==> src/hw/rtl/ptev_pkg.sv <==
// ----------------------------------------------------------------------------
// ptev_pkg
// Constants, tables and stage payload types of the trajectory evaluator.
// ----------------------------------------------------------------------------
`default_nettype none

package ptev_pkg;

  localparam int FRAC_BITS        = 8;
  localparam int CORDIC_STEPS_DEF = 16;
  localparam int CW               = 34;
  localparam int ISQ_STEPS        = 18;
  localparam int RIGHT_ANGLE      = 5760;
  localparam int HALF_TURN        = 11520;
  localparam int HAT_SH           = 2 * FRAC_BITS + 1;

  localparam logic [63:0] PI_Q30    = 64'd3373259426;
  localparam logic [63:0] ANG_Q     = PI_Q30 / 64'd11520;
  localparam logic [63:0] ANG_R     = PI_Q30 % 64'd11520;
  localparam logic [63:0] DIV45_MUL = ((64'd1 << 24) + 64'd44) / 64'd45;
  localparam int          DIV45_SH  = 24;

  localparam logic [63:0] GRAV     = ((64'd98 << FRAC_BITS) + 64'd5) / 64'd10;
  localparam int          PEAK_SH  = 44;
  localparam logic [63:0] PEAK_MUL = ((64'd1 << PEAK_SH) + GRAV - 64'd1) / GRAV;
  localparam int          FT_SH    = 38;
  localparam logic [63:0] FT_MUL   = ((64'd1 << FT_SH) + GRAV - 64'd1) / GRAV;

  localparam logic signed [CW-1:0] CORDIC_GAIN = 34'sh026DD3B6A;

  localparam logic [31:0] ATAN_Q30 [32] = '{
    32'h3243F6A8, 32'h1DAC6705, 32'h0FADBAFC, 32'h07F56EA6, 32'h03FEAB76, 32'h01FFD55B,
    32'h00FFFAAA, 32'h007FFF55, 32'h003FFFEA, 32'h001FFFFD, 32'h000FFFFF, 32'h0007FFFF,
    32'h0003FFFF, 32'h0001FFFF, 32'h0000FFFF, 32'h00007FFF, 32'h00003FFF, 32'h00001FFF,
    32'h00000FFF, 32'h000007FF, 32'h000003FF, 32'h000001FF, 32'h000000FF, 32'h0000007F,
    32'h0000003F, 32'h0000001F, 32'h0000000F, 32'h00000008, 32'h00000004, 32'h00000002,
    32'h00000001, 32'h00000000
  };

  typedef struct packed {
    logic [15:0] speed;
    logic [19:0] height;
    logic [19:0] qtime;
    logic        negc;
  } cside_t;

  typedef struct packed {
    logic signed [17:0] vy;
    logic signed [17:0] vx;
    logic [21:0]        peak;
    logic signed [37:0] hat;
    logic signed [31:0] rat;
  } rside_t;

endpackage

`default_nettype wire

==> src/hw/rtl/ptev_isqrt.sv <==
// ----------------------------------------------------------------------------
// ptev_isqrt
// Pipelined floor square root, one root bit per register stage.
// ----------------------------------------------------------------------------
`default_nettype none

module ptev_isqrt (
  input  wire logic          clk,
  input  wire logic          rst,
  input  wire logic          en,
  input  wire logic          k_valid,
  input  wire logic [34:0]   disc,
  input  ptev_pkg::rside_t   side_in,
  output logic               r_valid,
  output logic [ptev_pkg::ISQ_STEPS-1:0] root,
  output ptev_pkg::rside_t   side_out
);

  localparam int N  = ptev_pkg::ISQ_STEPS;
  localparam int NW = 2 * N;
  localparam int RW = N + 4;

  logic [NW-1:0] rad [N+1];
  logic [RW-1:0] rem [N+1];
  logic [N-1:0]  q   [N+1];
  logic          vld [N+1];
  ptev_pkg::rside_t sd [N+1];

  assign rad[0] = NW'(disc);
  assign rem[0] = '0;
  assign q[0]   = '0;
  assign vld[0] = k_valid;
  assign sd[0]  = side_in;

  for (genvar i = 0; i < N; i++) begin : g_bit
    logic [RW-1:0] rt, tt;
    assign rt = {rem[i][RW-3:0], rad[i][NW-1:NW-2]};
    assign tt = RW'({q[i], 2'b01});

    always_ff @(posedge clk) begin
      if (rst) begin
        vld[i+1] <= 1'b0;
      end else if (en) begin
        vld[i+1] <= vld[i];
      end
    end

    always_ff @(posedge clk) begin
      if (en) begin
        sd[i+1]  <= sd[i];
        rad[i+1] <= rad[i] << 2;
        if (rt >= tt) begin
          rem[i+1] <= rt - tt;
          q[i+1]   <= {q[i][N-2:0], 1'b1};
        end else begin
          rem[i+1] <= rt;
          q[i+1]   <= {q[i][N-2:0], 1'b0};
        end
      end
    end
  end

  assign r_valid  = vld[N];
  assign root     = q[N];
  assign side_out = sd[N];

endmodule

`default_nettype wire

==> config.mk <==
export PLATFORM = sky130hd
export DESIGN_NAME = ptev_isqrt
export DESIGN_NICKNAME = d
export VERILOG_FILES = /design/src/hw/rtl/ptev_pkg.sv /design/src/hw/rtl/ptev_isqrt.sv
export SDC_FILE = /design/constraint.sdc
export NUM_CORES = 2
export LEC_CHECK = 0
export BUFFER_PORTS_ARGS = -buffer_cell sky130_fd_sc_hd__buf_2
export CAP_MARGIN = 20
export CORE_UTILIZATION = 50
export DETAILED_ROUTE_END_ITERATION = 16
export PLACE_DENSITY = 0.73
export SYNTH_ARGS = -nofsm -noshare
export SYNTH_HDL_FRONTEND = slang
export SYNTH_SLANG_ARGS = --single-unit
==> constraint.sdc <==
create_clock -name clk -period 5.8 [get_ports clk]
set_input_delay 0.87 -clock clk [delete_from_list [all_inputs] [get_ports clk]]
set_output_delay 0.87 -clock clk [all_outputs]
set_load 0.05 [all_outputs]
==> impl_metrics.json <==
{
  "first_pass_iters": 6,
  "synth_top_area_share_pct": 86.6,
  "reg2reg_to": "g_bit[11].rt[15]",
  "cp.required_ps": 6400,
  "violations": "antenna rules",
  "clkPwrFrac_pct": 39.5,
  "syn-num-nets": 5624,
  "grt_setup_unrepaired": "no",
  "r2r_slack_ps": 2300,
  "finalCriticalPeriod_ps": 3500,
  "die_area_um2": 216000,
  "nNetsFinal": 6145,
  "grt_max_degree": 201,
  "htreeDepth": 5,
  "fmax_ghz": 0.286,
  "cts_buffer_depth": 4,
  "path_cells": "ha_1 -> nand4_1 -> or4_1 -> o2111ai_1 -> buf_4 -> inv_2 -> a2111oi_0 -> xor2_1",
  "synth_seq_cells": 3110,
  "track_usage_pct": 13.7,
  "cts_repair_resize_count": 0,
  "cts.reportedPaths.clkPinSlew_ps": 60,
  "cts_buffers": 320,
  "gp_congestion": 0.904,
  "coreArea_um2": 213000,
  "max_cap_violations": 0,
  "cts-root-buf": "clkbuf_16",
  "synth_area_per_cell_um2": 20.3,
  "die_w_um": 465,
  "yosysWarnings": 0,
  "pwr-share-seq_pct": 54.8,
  "first_iter_violations": 3658,
  "comb_power_share_pct": 5.7,
  "die_h_um": 465,
  "routed_wirelength_mm": 151,
  "floorplan.initialDensity_pct": 50.4,
  "cp-end-kind": "flip-flop",
  "hold_depth": 1,
  "fin_tns_setup_ps": 0,
  "synth_area_um2": 107000,
  "area_delta_synth_final_pct": 13.8,
  "cts_tree": "done",
  "synth_cells": 5269,
  "hold_buffers": 0,
  "rows": 169,
  "synthTopCellsByArea": "edfxtp_1 (87%), ha_1 (2.2%), xnor2_1 (0.95%)",
  "yosysSeqAreaShare_pct": 86.9,
  "vias_per_cell": 5.04,
  "hold_violations": 0,
  "dpl.hpwl_mm": 82.5,
  "synth.distinct_cells": 83,
  "tightestPinTransition_ps": 993,
  "worst-setup-path-type": "reg2reg",
  "fin_crit_sh_pct": 60.4,
  "worstPathArrival_ps": 4100,
  "power_mw": 49.7,
  "io_buffers": 313,
  "postCtsSetupBuffers": 0,
  "grt_pass1_vias": 45300,
  "hold_start": "side_in[107]",
  "hold_path_class": "in2reg",
  "p_leak_nw": 43.2,
  "io_pins": 314,
  "detail_route.wl_per_cell_um": 17.0,
  "antenna_found_initial": 10,
  "finalMaxSlewViolations": 0,
  "peakVddDrop_v": 0.000387,
  "finalSetupViolCount": 0,
  "p_int_mw": 39.3,
  "outcome": "finished, violations left",
  "p_sw_mw": 10.4,
  "p_per_area_nw_per_um2": 408,
  "fin_skew_ps": 56.5,
  "detail-route-antenna-nets": 1,
  "synth_edf_count": 3092,
  "drc": 0,
  "grt_pass1_wl_mm": 237,
  "slew_headroom_pct": 33.8,
  "switching_share_pct": 21.0,
  "vias": 44600,
  "insertion_delay_ps": 900,
  "num-fill-cells": 15000,
  "cpPeakStageDelay_ps": 630,
  "critPathLaunchType": "flip-flop",
  "hold_end": "sd[2283]",
  "r2r_cells": 8,
  "yosysTopAreaCell": "edfxtp_1",
  "drive_gt1_share_pct": 14.0,
  "r2r-start": "g_bit[10].rt[11]",
  "ys.flop_type": "edfxtp_1",
  "grt_remaining_overflow": 0,
  "cts.sink_count": 3110,
  "worst_path_max_delay_cell": "o2111ai_1",
  "critPathMaxFanout": 15,
  "synthArstFlopShare_pct": 0
}
[flip-flops by register name (all words and copies together), names as in the netlist]
register	count
sd	2176
g_bit.rt	345
rad	272
g_bit.tt	153
side_out	128
root	18
vld	17
r_valid	1
[power groups by stage]
stage                     logic [mW]  clock network [mW]  registers [mW]
final                           2.83                19.7            27.2
after detailed placement        2.80                   0            27.7
after global routing            3.12                21.1            27.4
after CTS                       2.82                20.3            27.2
after global placement          2.69                   0            27.6
after floorplan                 1.87                   0            27.4
[cell usage after synthesis, types with 22 or more instances]
cell type  number
edfxtp_1     3092
o21a_1         50
a21o_1         32
mux2i_1        28
a21oi_1       158
xnor2_1       116
xor2_1        113
nor4_1         36
nand2b_1       35
mux2_1         25
inv_1         225
ha_1          188
or3_1          28
o21ai_1        98
nor2b_1        22
buf_4         128
nor3_1         70
nand2_1       184
clkbuf_1       40
nand3_1        63
nor2_1        196
o21ai_0        57
nand4_1        22
[critical path, delay by kind of cell (launching register included)]
kind | cells | cell delay [ps]
buffers and inverters | 2 | 440
and+or+nand+nor | 2 | 680
AOI/OAI and AO/OA | 2 | 1130
adders and majority gates | 1 | 450
xor gates and xnor gates | 1 | 120
DFF | 1 | 400
[logic make-up (layout without fill, tap and decap cells)]
kind of cell	Yosys count	count (layout)	share of synthesized area, %
AND/OR/NAND/NOR	724	724	3.29
multiplexers	61	61	0.608
XOR/XNOR	229	229	1.87
flip-flops	3110	3110	86.9
buffers and inverters	405	1162	1.87
AO/OA/AOI/OAI	551	551	3.22
adder cells (fa/ha/maj)	188	188	2.19
other	1	7	0.00350
[worst max-delay path by stage]
stage	endpoint	slack [ps]	startpoint
2_1_floorplan	g_bit[13].rt[10]	2800	g_bit[12].rt[2]
3_3_place_gp	g_bit[11].rt[15]	2550	g_bit[10].rt[11]
3_5_place_dp	g_bit[11].rt[15]	2380	g_bit[10].rt[11]
4_1_cts	g_bit[11].rt[15]	2380	g_bit[10].rt[11]
5_1_grt	g_bit[11].rt[15]	2030	g_bit[10].rt[11]
6_report	g_bit[11].rt[15]	2300	g_bit[10].rt[11]
[metal layers]
metal,GRT usage (%),wire [µm]
met3,2.99,7170
met2,23.8,76000
met5,0,62
met1,16.7,62300
met4,5.73,5220
[placed cells by master (no fill, tap or decap), drive strengths merged, types with 7 or more instances in the layout]
master and n:
a21o 32, nor4 38, mux2 33, a211oi 19
o21a 50, o31ai 19, a31oi 13, nor2 196
nand2 185, dfxtp 18, clkbuf 381, nand4 22
o21ai 155, nor2b 22, or3 28, ha 188
a2111oi 8, a21boi 7, o21bai 12, a221oi 7
nor3 71, bufinv 30, buf 370, xnor2 116
clkinv 123, a21oi 158, inv 240, o211ai 17
mux2i 28, and3 12, clkinvlp 18, xor2 113
edfxtp 3092, nand3 63, or2 11, or4 10
nand2b 35, and2 8
[layout make-up]
type / instances / area [µm²] / share of cell area, %
flip-flops and latches: 3110 / 93200 / 76.4
diodes: 6 / 15.0 / 0.0123
inverters: 234 / 878 / 0.720
clock buffers: 381 / 8420 / 6.90
repair buffers: 370 / 2230 / 1.83
clock inverters: 177 / 1670 / 1.37
well taps: 2821 / 3530 / 2.89
multi-input cells: 1754 / 12000 / 9.84
[through the flow]
step	util, %	hold WS [ps]	instances	instance area, µm²	setup WS, ps
4_1_cts	57.4	23.9	8847	122000	2380
3_3_place_gp	52.6	400	8289	112000	2550
6_report	57.4	120	8853	122000	2300
2_1_floorplan	-	400	5269	107000	2800
5_1_grt	57.4	40.3	8848	122000	2030
3_5_place_dp	52.6	405	8289	112000	2380
(Power assumes the default switching activity.)
