File: config.mk
export PLATFORM = sky130hd
export DESIGN_NAME = ptev_post
export DESIGN_NICKNAME = d
export VERILOG_FILES = /design/src/hw/rtl/ptev_pkg.sv /design/src/hw/rtl/ptev_post.sv
export SDC_FILE = /design/constraint.sdc
export NUM_CORES = 2
export LEC_CHECK = 0
export BUFFER_PORTS_ARGS = -buffer_cell sky130_fd_sc_hd__buf_2
export CAP_MARGIN = 20
export CORE_MARGIN = 2
export CORE_UTILIZATION = 55
export DETAILED_ROUTE_END_ITERATION = 8
export PLACE_DENSITY = 0.76
export RECOVER_POWER = 100
export SYNTH_ARGS = -nofsm -noshare
export SYNTH_HDL_FRONTEND = slang
export SYNTH_SLANG_ARGS = --single-unit
File: constraint.sdc
create_clock -name clk -period 13.2 [get_ports clk]
set_input_delay 1.98 -clock clk [delete_from_list [all_inputs] [get_ports clk]]
set_output_delay 1.98 -clock clk [all_outputs]
set_load 0.03 [all_outputs]
File: src/hw/rtl/ptev_pkg.sv
// ----------------------------------------------------------------------------
// ptev_pkg
// Constants, tables and stage payload types of the trajectory evaluator.
// ----------------------------------------------------------------------------
`default_nettype none

package ptev_pkg;

  localparam int FRAC_BITS        = 8;
  localparam int CORDIC_STEPS_DEF = 16;
  localparam int CW               = 34;
  localparam int ISQ_STEPS        = 18;
  localparam int RIGHT_ANGLE      = 5760;
  localparam int HALF_TURN        = 11520;
  localparam int HAT_SH           = 2 * FRAC_BITS + 1;

  localparam logic [63:0] PI_Q30    = 64'd3373259426;
  localparam logic [63:0] ANG_Q     = PI_Q30 / 64'd11520;
  localparam logic [63:0] ANG_R     = PI_Q30 % 64'd11520;
  localparam logic [63:0] DIV45_MUL = ((64'd1 << 24) + 64'd44) / 64'd45;
  localparam int          DIV45_SH  = 24;

  localparam logic [63:0] GRAV     = ((64'd98 << FRAC_BITS) + 64'd5) / 64'd10;
  localparam int          PEAK_SH  = 44;
  localparam logic [63:0] PEAK_MUL = ((64'd1 << PEAK_SH) + GRAV - 64'd1) / GRAV;
  localparam int          FT_SH    = 38;
  localparam logic [63:0] FT_MUL   = ((64'd1 << FT_SH) + GRAV - 64'd1) / GRAV;

  localparam logic signed [CW-1:0] CORDIC_GAIN = 34'sh026DD3B6A;

  localparam logic [31:0] ATAN_Q30 [32] = '{
    32'h3243F6A8, 32'h1DAC6705, 32'h0FADBAFC, 32'h07F56EA6, 32'h03FEAB76, 32'h01FFD55B,
    32'h00FFFAAA, 32'h007FFF55, 32'h003FFFEA, 32'h001FFFFD, 32'h000FFFFF, 32'h0007FFFF,
    32'h0003FFFF, 32'h0001FFFF, 32'h0000FFFF, 32'h00007FFF, 32'h00003FFF, 32'h00001FFF,
    32'h00000FFF, 32'h000007FF, 32'h000003FF, 32'h000001FF, 32'h000000FF, 32'h0000007F,
    32'h0000003F, 32'h0000001F, 32'h0000000F, 32'h00000008, 32'h00000004, 32'h00000002,
    32'h00000001, 32'h00000000
  };

  typedef struct packed {
    logic [15:0] speed;
    logic [19:0] height;
    logic [19:0] qtime;
    logic        negc;
  } cside_t;

  typedef struct packed {
    logic signed [17:0] vy;
    logic signed [17:0] vx;
    logic [21:0]        peak;
    logic signed [37:0] hat;
    logic signed [31:0] rat;
  } rside_t;

endpackage

`default_nettype wire

File: src/hw/rtl/ptev_post.sv
// ----------------------------------------------------------------------------
// ptev_post
// Flight time, impact range, clamping and the output register.
// ----------------------------------------------------------------------------
`default_nettype none

module ptev_post (
  input  wire logic          clk,
  input  wire logic          rst,
  input  wire logic          en,
  input  wire logic          r_valid,
  input  wire logic [ptev_pkg::ISQ_STEPS-1:0] root,
  input  ptev_pkg::rside_t   side_in,
  output logic               out_valid,
  output logic [23:0]        peak_height,
  output logic [23:0]        flight_time,
  output logic [27:0]        impact_range,
  output logic [29:0]        range_at_time,
  output logic signed [39:0] height_at_time,
  output logic               saturated
);

  localparam int F = ptev_pkg::FRAC_BITS;

  logic signed [19:0] num_s;
  logic [17:0]        num_c;
  logic [25:0]        nf;

  logic v1, v2;
  logic [52:0] fm1;
  ptev_pkg::rside_t sd1, sd2;
  logic [14:0] ft2;
  logic signed [33:0] rp2;
  logic signed [25:0] rng_c;

  always_comb begin
    num_s = 20'(side_in.vy) + signed'(20'(root));
    num_c = num_s[19] ? '0 : 18'(num_s);
    nf    = (26'(num_c) << F) + 26'(ptev_pkg::GRAV[12:0] >> 1);
    rng_c = 26'((rp2 + (34'sd1 <<< (F - 1))) >>> F);
  end

  always_ff @(posedge clk) begin
    if (rst) begin
      v1 <= 1'b0;
      v2 <= 1'b0;
      out_valid <= 1'b0;
    end else if (en) begin
      v1 <= r_valid;
      v2 <= v1;
      out_valid <= v2;
    end
  end

  always_ff @(posedge clk) begin
    if (en) begin
      fm1 <= 53'(nf) * 53'(ptev_pkg::FT_MUL[26:0]);
      sd1 <= side_in;

      ft2 <= fm1[52:ptev_pkg::FT_SH];
      rp2 <= 34'(signed'({1'b0, fm1[52:ptev_pkg::FT_SH]})) * 34'(sd1.vx);
      sd2 <= sd1;

      peak_height    <= 24'(sd2.peak);
      flight_time    <= 24'(ft2);
      impact_range   <= rng_c[25] ? '0 : 28'(rng_c);
      range_at_time  <= sd2.rat[31] ? '0 : 30'(sd2.rat);
      height_at_time <= 40'(sd2.hat);
      saturated      <= rng_c[25] | sd2.rat[31];
    end
  end

endmodule

`default_nettype wire

==> metrics.md <==
| Metric | Value |
|---|---|
| Number of cells on the worst hold path | 0 |
| Setup TNS after final layout | 0 ns |
| Most common flop cell mapped by yosys | edfxtp_1 |
| Number of buffer and inverter stages on the critical path | 7 |
| Longest individual stage delay on the worst path | 0.59 ns |
| Number of remaining DRC errors | 0 |
| Cell taking the most area after synthesis | edfxtp_1 |
| Number of I/O pins | 298 |
| Final Max Tran Viols | approximately 360 |
| Classification of the worst-slack hold path | register to register |
| Register area share after synthesis | ~36% |
| Clock tree from TritonCTS | yes |
| Met1 layer wirelength in the final routing | between 20000 and 30000 um |
| Final setup margin | 1.340 ns |
| Initial antenna violation count | 3 |
| Highest signal layer in the routed design | met5 |
| Slowest cell on crit path | fa_1 |
| Met3 wire length | ~3700 um |
| XOR/XNOR share of the synthesized area | roughly 2.8% |
| Die width | approximately 250 um |
| Final min period | ~12 ns |
| Startpoint of the tightest hold check path | sd1[26] |
| Achievable Freq | about 84 MHz |
| Via density per instance | between 5 and 6 |
| Slew at the pin with the worst max-slew slack | around 6.5 ns |
| Category of cells accounting for the largest share of critical-path delay | adder cells |
| Mean instance size in the synthesized netlist | about 12 um2 |
| Complex-gate fraction of the synthesized area | under 10% |
| Final core utilization | 60.86% |
| Total number of nets in the final design | between 3000 and 4000 |
| Final number of hold-violating endpoints | 0 |
| Pre-CTS setup slack | approximately 1.1 ns |
| Worst max-slew margin expressed relative to the limit | -331.5% |
| Crit-path max FO | 7 |
| Total number of vias | approximately 20000 |
| Number of gates resized after cts | 0 |
| Via count of the first global-routing pass | ~22000 |
| Number of detailed-route iterations in the first pass | 7 |
| Number of nets with antenna violations after routing | 0 |
| Met2 routed wirelength | approximately 36000 um |
| Relative area change from synthesis to final layout | 9.777% |
| Setup repair bufs after CTS | 0 |
| Max-cap violations | 6 |
| Number of sinks handled by clock tree synthesis | roughly 390 |
| Post-CTS Hold Buffers | 0 |
| Startpoint type of the worst setup path | input port |
| Worst reg-to-reg path cell count | 23 |
| Storage cell area | ~0.012 mm2 |
| Maximum root-to-sink buffer count | 3 |
| Arr. time, crit path | about 12 ns |
| Outcome | finished, violations left |
| Maximum number of pins on one net before global-route repair | roughly 120 |
| Worst Hold Path EP | sd2[26] |
| Share of synthesized area spent on multiplexers | less than 1% |
| Worst clock skew | between 0.015 and 0.02 ns |
| Setup slack, reg-to-reg | 5.42 ns |
| Combined global-route utilization of all metal layers | 23.50% |
| Post-synth EDFFs | just under 400 |
| Total number of H-tree levels | 2 |
| Std cell rows | about 90 |
| FF-to-FF Start | fm1[47] |
| Port buffer count | about 280 |
| Violated checks | capacitance limit, slew limit |
| Avg WL per Cell | approximately 18 um |
| Critical path class | input port to register |
| Core area | around 0.059 mm2 |
| Register bit count reported by yosys | approximately 390 |
| Cell repeated most along the worst path | fa_1 |
| Number of setup violations in the final report | 0 |
| Fraction of final layout cells sized beyond drive strength 1 | approximately 7% |
| DP Wirelength | around 56000 um |
| Kind of end point of the critical path | register |
| Number of standard cells after synthesis | 2742 |
| Global route overflow | 0 |
| Die height | between 200 and 250 um |
| First-pass GRT wire length | ~110000 um |
| Unrepaired setup endpoints after global routing | no |
| Synth Area in Adders | 39.92% |
| Full die area | just over 0.06 mm2 |
| Detailed router's first-iteration violation count | 1145 |
| Largest family of logic cells by synthesized area | adder cells |
| Clock latency of the later-clocked register in the worst-skew pair | roughly 0.55 ns |
| Worst reg2reg endpoint | rp2[32] |
| Layout filler cell count | 4701 |
| Netlist area before placement | around 0.033 mm2 |
| Share of synthesized cell area in and, or, nand and nor gates | around 9.0% |
| Clock transition time at the flip-flop clock pins of the worst setup and hold paths | approximately 0.06 ns |
| Cell with the most instances after synthesis | inv_1 |
| Share of the clock period used by the worst path | roughly 90% |
| Synth area leaders | edfxtp_1 (36%), fa_1 (27%), ha_1 (13%) |
| Syn. warnings | 0 |
| Synth async-reset ratio | 0% |
| Placer's final routability congestion estimate | ~0.94 |
| Clk root buf | clkbuf_16 |
| Req. time, crit path | 13.49 ns |
| Share of Yosys cell area claimed by the top area cell type | 35.75% |
| Library cells used by synthesis | 67 |
| Top cells by count, synth | inv_1 (609), fa_1 (438), edfxtp_1 (388), ha_1 (339), nand2_1 (200) |
| Initial Utilization | roughly 55% |
| Multi-input gate area | roughly 0.018 mm2 |
| Cts bufs inserted | 38 |
| DRT Wirelength | 69850 um |
worst max-delay path by stage:
stage                        from  endpoint  slack (ns)  depth (start not counted)
after floorplan           root[9]   fm1[45]        2.04                         37
after global placement    root[9]   fm1[45]        1.23                         37
after detailed placement  root[9]   fm1[45]        1.09                         37
after CTS                 root[9]   fm1[45]        1.67                         37
after global routing      root[1]   fm1[50]        0.60                         37
final                     root[1]   fm1[45]        1.34                         37
cells by family after synthesis:
| group | count (synthesis) |
|---|---|
| AOI/OAI and AO/OA | 206 |
| muxes | 3 |
| other | 1 |
| buffers and inverters | 677 |
| xor gates and xnor gates | 103 |
| adders and majority gates | 777 |
| and+or+nand+nor | 584 |
| DFF | 391 |
sequential cells by signal (all words and copies together) (netlist names):
| name | count |
|---|---|
| peak_height | 22 |
| height_at_time | 38 |
| impact_range | 25 |
| range_at_time | 30 |
| v2 | 1 |
| sd2 | 91 |
| rp2 | 27 |
| ft2 | 15 |
| flight_time | 15 |
| out_valid | 1 |
| saturated | 1 |
| v1 | 1 |
| fm1 | 15 |
| sd1 | 109 |
cell type report:
type	count	area share (%)
Clock buffer	46	2.801
Clock inverter	19	0.6154
Inverter	609	6.389
Multi-Input combinational cell	1687	51.13
Antenna cell	2	0.01399
Tap cell	773	2.703
Sequential cell	391	32.73
Timing Repair Buffer	293	3.619
metal layers:
metal | vias up | GRT usage (%)
met4 | 2 | 8.471
met1 | 10010 | 28.78
li1 | 9328 | -
met5 | - | 0
met3 | 160 | 3.406
met2 | 637 | 42.30
per-stage QoR:
step / area, um2 / std cells / hold WS (ns)
floorplan: 32640 / 2755 / 0.4003
global placement: 34800 / 3753 / 0.4004
detailed placement: 34800 / 3753 / 0.4045
CTS: 36030 / 3818 / 0.4150
global route: 35780 / 3820 / 0.4196
finish: 35780 / 3820 / 0.4128
layout by cell type (no fill, tap or decap), types with 7 or more instances in the layout:
cell and n:
nand4_1 12, fa_1 438, edfxtp_1 388, clkbuf_1 152, ha_1 339, clkinv_1 7, o211ai_1 9, nand3_1 36
o21ai_0 28, nor2_1 90, and2_1 137, conb_1 14, o21bai_1 9, and3_1 18, nor2b_1 34, a21o_1 32
clkbuf_16 39, nand2_1 200, a21oi_1 63, xnor2_1 61, inv_1 609, xor2_1 42, a211oi_1 9, nor3_1 23
buf_2 143
Power is left out: the tool's default activity adds up to more than one toggle a clock period on the data nets, which glitch-free logic cannot reach.
