==> src/hw/rtl/ptev_pkg.sv <==
// ----------------------------------------------------------------------------
// ptev_pkg
// Constants, tables and stage payload types of the trajectory evaluator.
// ----------------------------------------------------------------------------
`default_nettype none

package ptev_pkg;

  localparam int FRAC_BITS        = 8;
  localparam int CORDIC_STEPS_DEF = 16;
  localparam int CW               = 34;
  localparam int ISQ_STEPS        = 18;
  localparam int RIGHT_ANGLE      = 5760;
  localparam int HALF_TURN        = 11520;
  localparam int HAT_SH           = 2 * FRAC_BITS + 1;

  localparam logic [63:0] PI_Q30    = 64'd3373259426;
  localparam logic [63:0] ANG_Q     = PI_Q30 / 64'd11520;
  localparam logic [63:0] ANG_R     = PI_Q30 % 64'd11520;
  localparam logic [63:0] DIV45_MUL = ((64'd1 << 24) + 64'd44) / 64'd45;
  localparam int          DIV45_SH  = 24;

  localparam logic [63:0] GRAV     = ((64'd98 << FRAC_BITS) + 64'd5) / 64'd10;
  localparam int          PEAK_SH  = 44;
  localparam logic [63:0] PEAK_MUL = ((64'd1 << PEAK_SH) + GRAV - 64'd1) / GRAV;
  localparam int          FT_SH    = 38;
  localparam logic [63:0] FT_MUL   = ((64'd1 << FT_SH) + GRAV - 64'd1) / GRAV;

  localparam logic signed [CW-1:0] CORDIC_GAIN = 34'sh026DD3B6A;

  localparam logic [31:0] ATAN_Q30 [32] = '{
    32'h3243F6A8, 32'h1DAC6705, 32'h0FADBAFC, 32'h07F56EA6, 32'h03FEAB76, 32'h01FFD55B,
    32'h00FFFAAA, 32'h007FFF55, 32'h003FFFEA, 32'h001FFFFD, 32'h000FFFFF, 32'h0007FFFF,
    32'h0003FFFF, 32'h0001FFFF, 32'h0000FFFF, 32'h00007FFF, 32'h00003FFF, 32'h00001FFF,
    32'h00000FFF, 32'h000007FF, 32'h000003FF, 32'h000001FF, 32'h000000FF, 32'h0000007F,
    32'h0000003F, 32'h0000001F, 32'h0000000F, 32'h00000008, 32'h00000004, 32'h00000002,
    32'h00000001, 32'h00000000
  };

  typedef struct packed {
    logic [15:0] speed;
    logic [19:0] height;
    logic [19:0] qtime;
    logic        negc;
  } cside_t;

  typedef struct packed {
    logic signed [17:0] vy;
    logic signed [17:0] vx;
    logic [21:0]        peak;
    logic signed [37:0] hat;
    logic signed [31:0] rat;
  } rside_t;

endpackage

`default_nettype wire

==> src/hw/rtl/ptev_angle.sv <==
// ----------------------------------------------------------------------------
// ptev_angle
// Folds the elevation into +-90 degrees and converts it to radians Q30.
// ----------------------------------------------------------------------------
`default_nettype none

module ptev_angle (
  input  wire logic               clk,
  input  wire logic               rst,
  input  wire logic               en,
  input  wire logic               in_valid,
  input  wire logic [15:0]        launch_speed,
  input  wire logic signed [13:0] elevation,
  input  wire logic [19:0]        launch_height,
  input  wire logic [19:0]        query_time,
  output logic                    z_valid,
  output logic signed [ptev_pkg::CW-1:0] z,
  output ptev_pkg::cside_t        side
);

  localparam logic signed [14:0] RA = 15'(ptev_pkg::RIGHT_ANGLE);
  localparam logic signed [14:0] HT = 15'(ptev_pkg::HALF_TURN);

  logic signed [14:0] a_ext, a_f;
  logic               negc_c;
  logic [12:0]        mag_c;

  logic                 v1, v2, v3;
  logic [12:0]          mag1;
  logic                 neg1, neg2, neg3;
  ptev_pkg::cside_t     sd1, sd2, sd3;
  logic [31:0]          pq2, pq3;
  logic [25:0]          pr2;
  logic [36:0]          qd3;
  logic [31:0]          zmag;

  always_comb begin
    a_ext  = 15'(elevation);
    a_f    = a_ext;
    negc_c = 1'b0;
    if (a_ext > RA) begin
      a_f    = HT - a_ext;
      negc_c = 1'b1;
    end else if (a_ext < -RA) begin
      a_f    = -HT - a_ext;
      negc_c = 1'b1;
    end
    mag_c = a_f[14] ? 13'(-a_f) : 13'(a_f);
  end

  assign zmag = pq3 + 32'(qd3[36:ptev_pkg::DIV45_SH]);

  always_ff @(posedge clk) begin
    if (rst) begin
      v1 <= 1'b0;
      v2 <= 1'b0;
      v3 <= 1'b0;
      z_valid <= 1'b0;
    end else if (en) begin
      v1 <= in_valid;
      v2 <= v1;
      v3 <= v2;
      z_valid <= v3;
    end
  end

  always_ff @(posedge clk) begin
    if (en) begin
      mag1 <= mag_c;
      neg1 <= a_f[14];
      sd1  <= '{speed: launch_speed, height: launch_height, qtime: query_time,
                negc: negc_c};
      pq2  <= 32'(mag1) * 32'(ptev_pkg::ANG_Q[18:0]);
      pr2  <= 26'(mag1) * 26'(ptev_pkg::ANG_R[12:0]) + 26'(ptev_pkg::HALF_TURN / 2);
      neg2 <= neg1;
      sd2  <= sd1;
      qd3  <= 37'(pr2[25:8]) * 37'(ptev_pkg::DIV45_MUL[18:0]);
      pq3  <= pq2;
      neg3 <= neg2;
      sd3  <= sd2;
      z    <= neg3 ? -signed'(34'(zmag)) : signed'(34'(zmag));
      side <= sd3;
    end
  end

endmodule

`default_nettype wire

==> config.mk <==
export PLATFORM = sky130hd
export DESIGN_NAME = ptev_angle
export DESIGN_NICKNAME = d
export VERILOG_FILES = /design/src/hw/rtl/ptev_pkg.sv /design/src/hw/rtl/ptev_angle.sv
export SDC_FILE = /design/constraint.sdc
export NUM_CORES = 1
export LEC_CHECK = 0
export ABC_CLOCK_PERIOD_IN_PS = 7500
export BUFFER_PORTS_ARGS = -buffer_cell sky130_fd_sc_hd__buf_2
export CAP_MARGIN = 20
export CORE_UTILIZATION = 55
export DETAILED_ROUTE_END_ITERATION = 10
export GPL_ROUTABILITY_DRIVEN = 1
export HOLD_SLACK_MARGIN = 0.06
export PLACE_DENSITY_LB_ADDON = 0.25
export SETUP_SLACK_MARGIN = 0.2
export SYNTH_ARGS = -nofsm -noshare
export SYNTH_HDL_FRONTEND = slang
export SYNTH_SLANG_ARGS = --single-unit
==> constraint.sdc <==
create_clock -name clk -period 7.5 [get_ports clk]
set_input_delay 2.25 -clock clk [delete_from_list [all_inputs] [get_ports clk]]
set_output_delay 2.25 -clock clk [all_outputs]
set_load 0.005 [all_outputs]
==> impl.org <==
** Synth
- Gate count after technology mapping :: 1,998
- Sequential share of the synthesized area :: a little over two fifths
- The most used flip-flop cell after synthesis is sky130_fd_sc_hd__edfxtp_1.
- Count of different cell masters after synthesis :: 95
- In this run the cell area of the synthesized design comes to about 0.026 mm2.
- EDFF count, synth :: roughly 370
- Sorting the synthesized cells by how often they occur yields sky130_fd_sc_hd__edfxtp_1 (373), sky130_fd_sc_hd__inv_1 (345), sky130_fd_sc_hd__ha_1 (306).
- Syn nets :: about 2,600
- Total of warnings raised by yosys :: 0
- Among all cell types in the netlist, the one instantiated most often is sky130_fd_sc_hd__edfxtp_1.
- Proportion of netlist area held by the largest area contributor :: approximately 44%
- The biggest area contributor in the post-synthesis netlist is sky130_fd_sc_hd__edfxtp_1.
- The synthesized design contains ~380 register bits.
- Of all flip-flops after synthesis, the portion carrying an async set or reset was 0%.
- Post-Syn Area per Cell :: 12.9 um2
- After synthesis, the cell types taking the most area are sky130_fd_sc_hd__edfxtp_1 (44%), sky130_fd_sc_hd__fa_1 (17%), sky130_fd_sc_hd__ha_1 (15%), sky130_fd_sc_hd__inv_1 (5.0%), sky130_fd_sc_hd__xnor2_1 (3.1%).

** Layout
- Of the cells placed in the final design, the portion with a size suffix greater than 1 is 12.2%.
- Fill cells in the final layout number about 3,500.
- For this run, the post-layout net count is about 2,800.
- The number of antenna diodes in the final layout is 0.
- Final cell utilization of the core :: between 60% and 70%
- Post-synthesis to final-layout area growth :: 10.9%

** Setup path
- In this design, the stage delay of the slowest critical-path cell is between 0.5 and 0.6 ns.
- Maximum fanout along the worst path :: 8
- Startpoint kind of the worst setup timing path :: flip-flop
- The critical path contains buffers and inverters numbering 4 combined.
- STA puts the critical path data required time at about 7.8 ns.
- Master of the slowest instance on the critical path :: sky130_fd_sc_hd__edfxtp_1
- The worst setup path is of the reg -> reg kind.
- Critical Path Most Common Cell :: sky130_fd_sc_hd__fa_1
- Category of the worst setup path capture point :: flip-flop
- Among cell families on the critical path, the largest total delay comes from adder cells.
- Critical Path AT :: between 6 and 7 ns
- CP cell instances :: inv_1, fa_1, inv_1, fa_1, fa_1, inv_1, fa_1, inv_1, fa_1, ha_1, a211oi_1, o2111ai_1, o31ai_1, a21oi_1, a221o_1, a211o_1, a2111oi_0, a21oi_1

** Global routing
- After global routing the overflow that remains totals 0.
- Number of global-route vias before repair :: roughly 15,000
- Pin count of the biggest net entering global routing :: 161
- Global routing used 20.8% of the available tracks.
- Initial antenna violation count :: 1
- The first global-routing pass estimated roughly 78,000 um of wire.

** Routing
- Mean number of vias per cell :: approximately 5.4
- Routed wire length per instance :: about 17 um
- Routed wire length :: 48,200 um
- DRC marker count from the first detailed-route iteration :: 911
- First-pass detailed-route iteration total :: 5
- Post-DRT Antenna Nets :: 0
- Post-detailed-route DRC marker count :: 0
- The routed layout has roughly 15,000 vias.

** Floorplan
- The floorplan has between 70 and 80 rows.
- Core box area :: around 0.046 mm2
- From bottom edge to top edge, the die measures 218 um.
- Count of pins on the block boundary :: 166
- For this configuration, the core starts out at a cell density of between 50% and 60%.
- The floorplan step defined a die boundary enclosing approximately 0.048 mm2.
- Horiz. Die Dim :: 218 um

** Clock tree
- In this run, post-CTS hold repair placed 0 buffers.
- The longest clock path from root to sink contains 3 buffers.
- CTS saw approximately 380 sinks.
- The clock reaches the later pin of the worst-skew pair after between 0.5 and 0.6 ns.
- TritonCTS built the clock tree.
- H-tree lvl count :: 2
- Count of cells resized by post-cts repair :: 0
- Counting the buffers created by CTS gives 38.
- Cell chosen for the clock root :: sky130_fd_sc_hd__clkbuf_16
- Clock-pin slew was measured on the worst setup and hold paths at about 0.060 ns.
- Number of post-CTS setup repair buffers :: 0

** Place
- OpenSTA, run right after detailed placement, puts the worst setup slack at about 1.1 ns.
- The congestion estimate from routability-driven global placement came to around 0.87.
- Number of input and output port buffers inserted :: approximately 170
- Post-detail-place hpwl :: 38,400 um

** Timing
- Headroom to the max-slew limit :: a little under two fifths
- For the final routed database, the setup TNS stands at 0 ns.
- For the final database, setup skew stands at about 0.024 ns.
- Min Clock Period, post-route :: between 6 and 7 ns
- Setup violations remaining at the end of the flow were counted as 0.
- Based on the critical path, the design can be clocked at up to ~160 MHz.
- On the final layout, the worst hold slack is a little over 0.4 ns.
- The count of final hold-check violations is 0.
- Slew at the pin with the worst max-slew slack :: slightly above 0.9 ns
- The number of max-slew violations in the final report came to 0.
- Fin crit share :: a little under nine tenths
- The worst path meets setup with roughly 1.0 ns of slack.
- Setup repair after global routing missed its margin :: false

** Min path
- Worst hold path class :: reg -> reg

** Run status
- Outcome :: completed

** Flow run
- Reported max-cap violation count :: 0
-- state kept, by name, indices dropped and copies added (netlist names) --
register  cells
v2            1
sd1          57
v1            1
pq3          32
side         57
mag1         13
sd3          57
z            34
v3            1
pr2          18
pq2          32
sd2          57
neg2          1
z_valid       1
neg1          1
neg3          1
qd3          13
-- placed cells by master, fill, tap and decap left out, drive strengths merged, types with 12 or more instances in the layout --
master  count
nand4      12
a31oi      12
clkinv     15
o211ai     15
nand2      65
o21ai      53
and2       13
nor3       25
ha        306
fa        216
nand3      30
a21oi      76
nor2       65
nor2b      12
and3       18
edfxtp    373
clkbuf     43
a211oi     12
o31ai      12
buf       170
a21o       18
inv       351
xnor2      91
xor2       46
-- path summary, 6_finish.rpt --
path	endpoint	cells after the start	from	slack, ns
setup / recovery	pq2[31]	18	mag1[8]	1.05
hold / removal	sd3[13]	0	sd2[13]	0.41
setup reg to reg	pq2[31]	18	mag1[8]	1.05
hold reg to reg	sd3[13]	0	sd2[13]	0.41
-- metal layers --
metal	up-vias	share of wire, %	GRT usage, %
li1	7378	-	-
met3	76	5.0	2.62
met4	2	2.3	5.83
met1	7395	44	27.9
met2	392	48	35.6
met5	-	0.023	0
-- area by class of cell --
class / instances / area [um2] / share of cell area, %
multi-input cells: 1254 / 13100 / 45.8
flip-flops and latches: 377 / 11300 / 39.5
inverters: 347 / 1300 / 4.56
clock buffers: 43 / 970 / 3.40
repair buffers: 170 / 898 / 3.15
well taps: 600 / 751 / 2.63
clock inverters: 24 / 265 / 0.929
-- stage by stage --
| step | cells | instance area (um2) |
|---|---|---|
| 4_1_cts | 2815 | 28500 |
| 2_1_floorplan | 1998 | 25700 |
| 3_3_place_gp | 2748 | 27300 |
| 3_5_place_dp | 2748 | 27300 |
| 6_report | 2815 | 28500 |
| 5_1_grt | 2815 | 28500 |
-- cell families after synthesis --
| kind of cell | after synthesis | synth area share [%] |
|---|---|---|
| AND/OR/NAND/NOR | 302 | 6.24 |
| flip-flops | 377 | 43.8 |
| XOR/XNOR | 138 | 4.75 |
| AO/OA/AOI/OAI | 283 | 7.79 |
| adder cells (fa/ha/maj) | 522 | 31.7 |
| multiplexers | 9 | 0.360 |
| buffers and inverters | 367 | 5.38 |
Power is not shown: default switching activity piles up to over one toggle a cycle in this logic, so the estimate is an artifact.
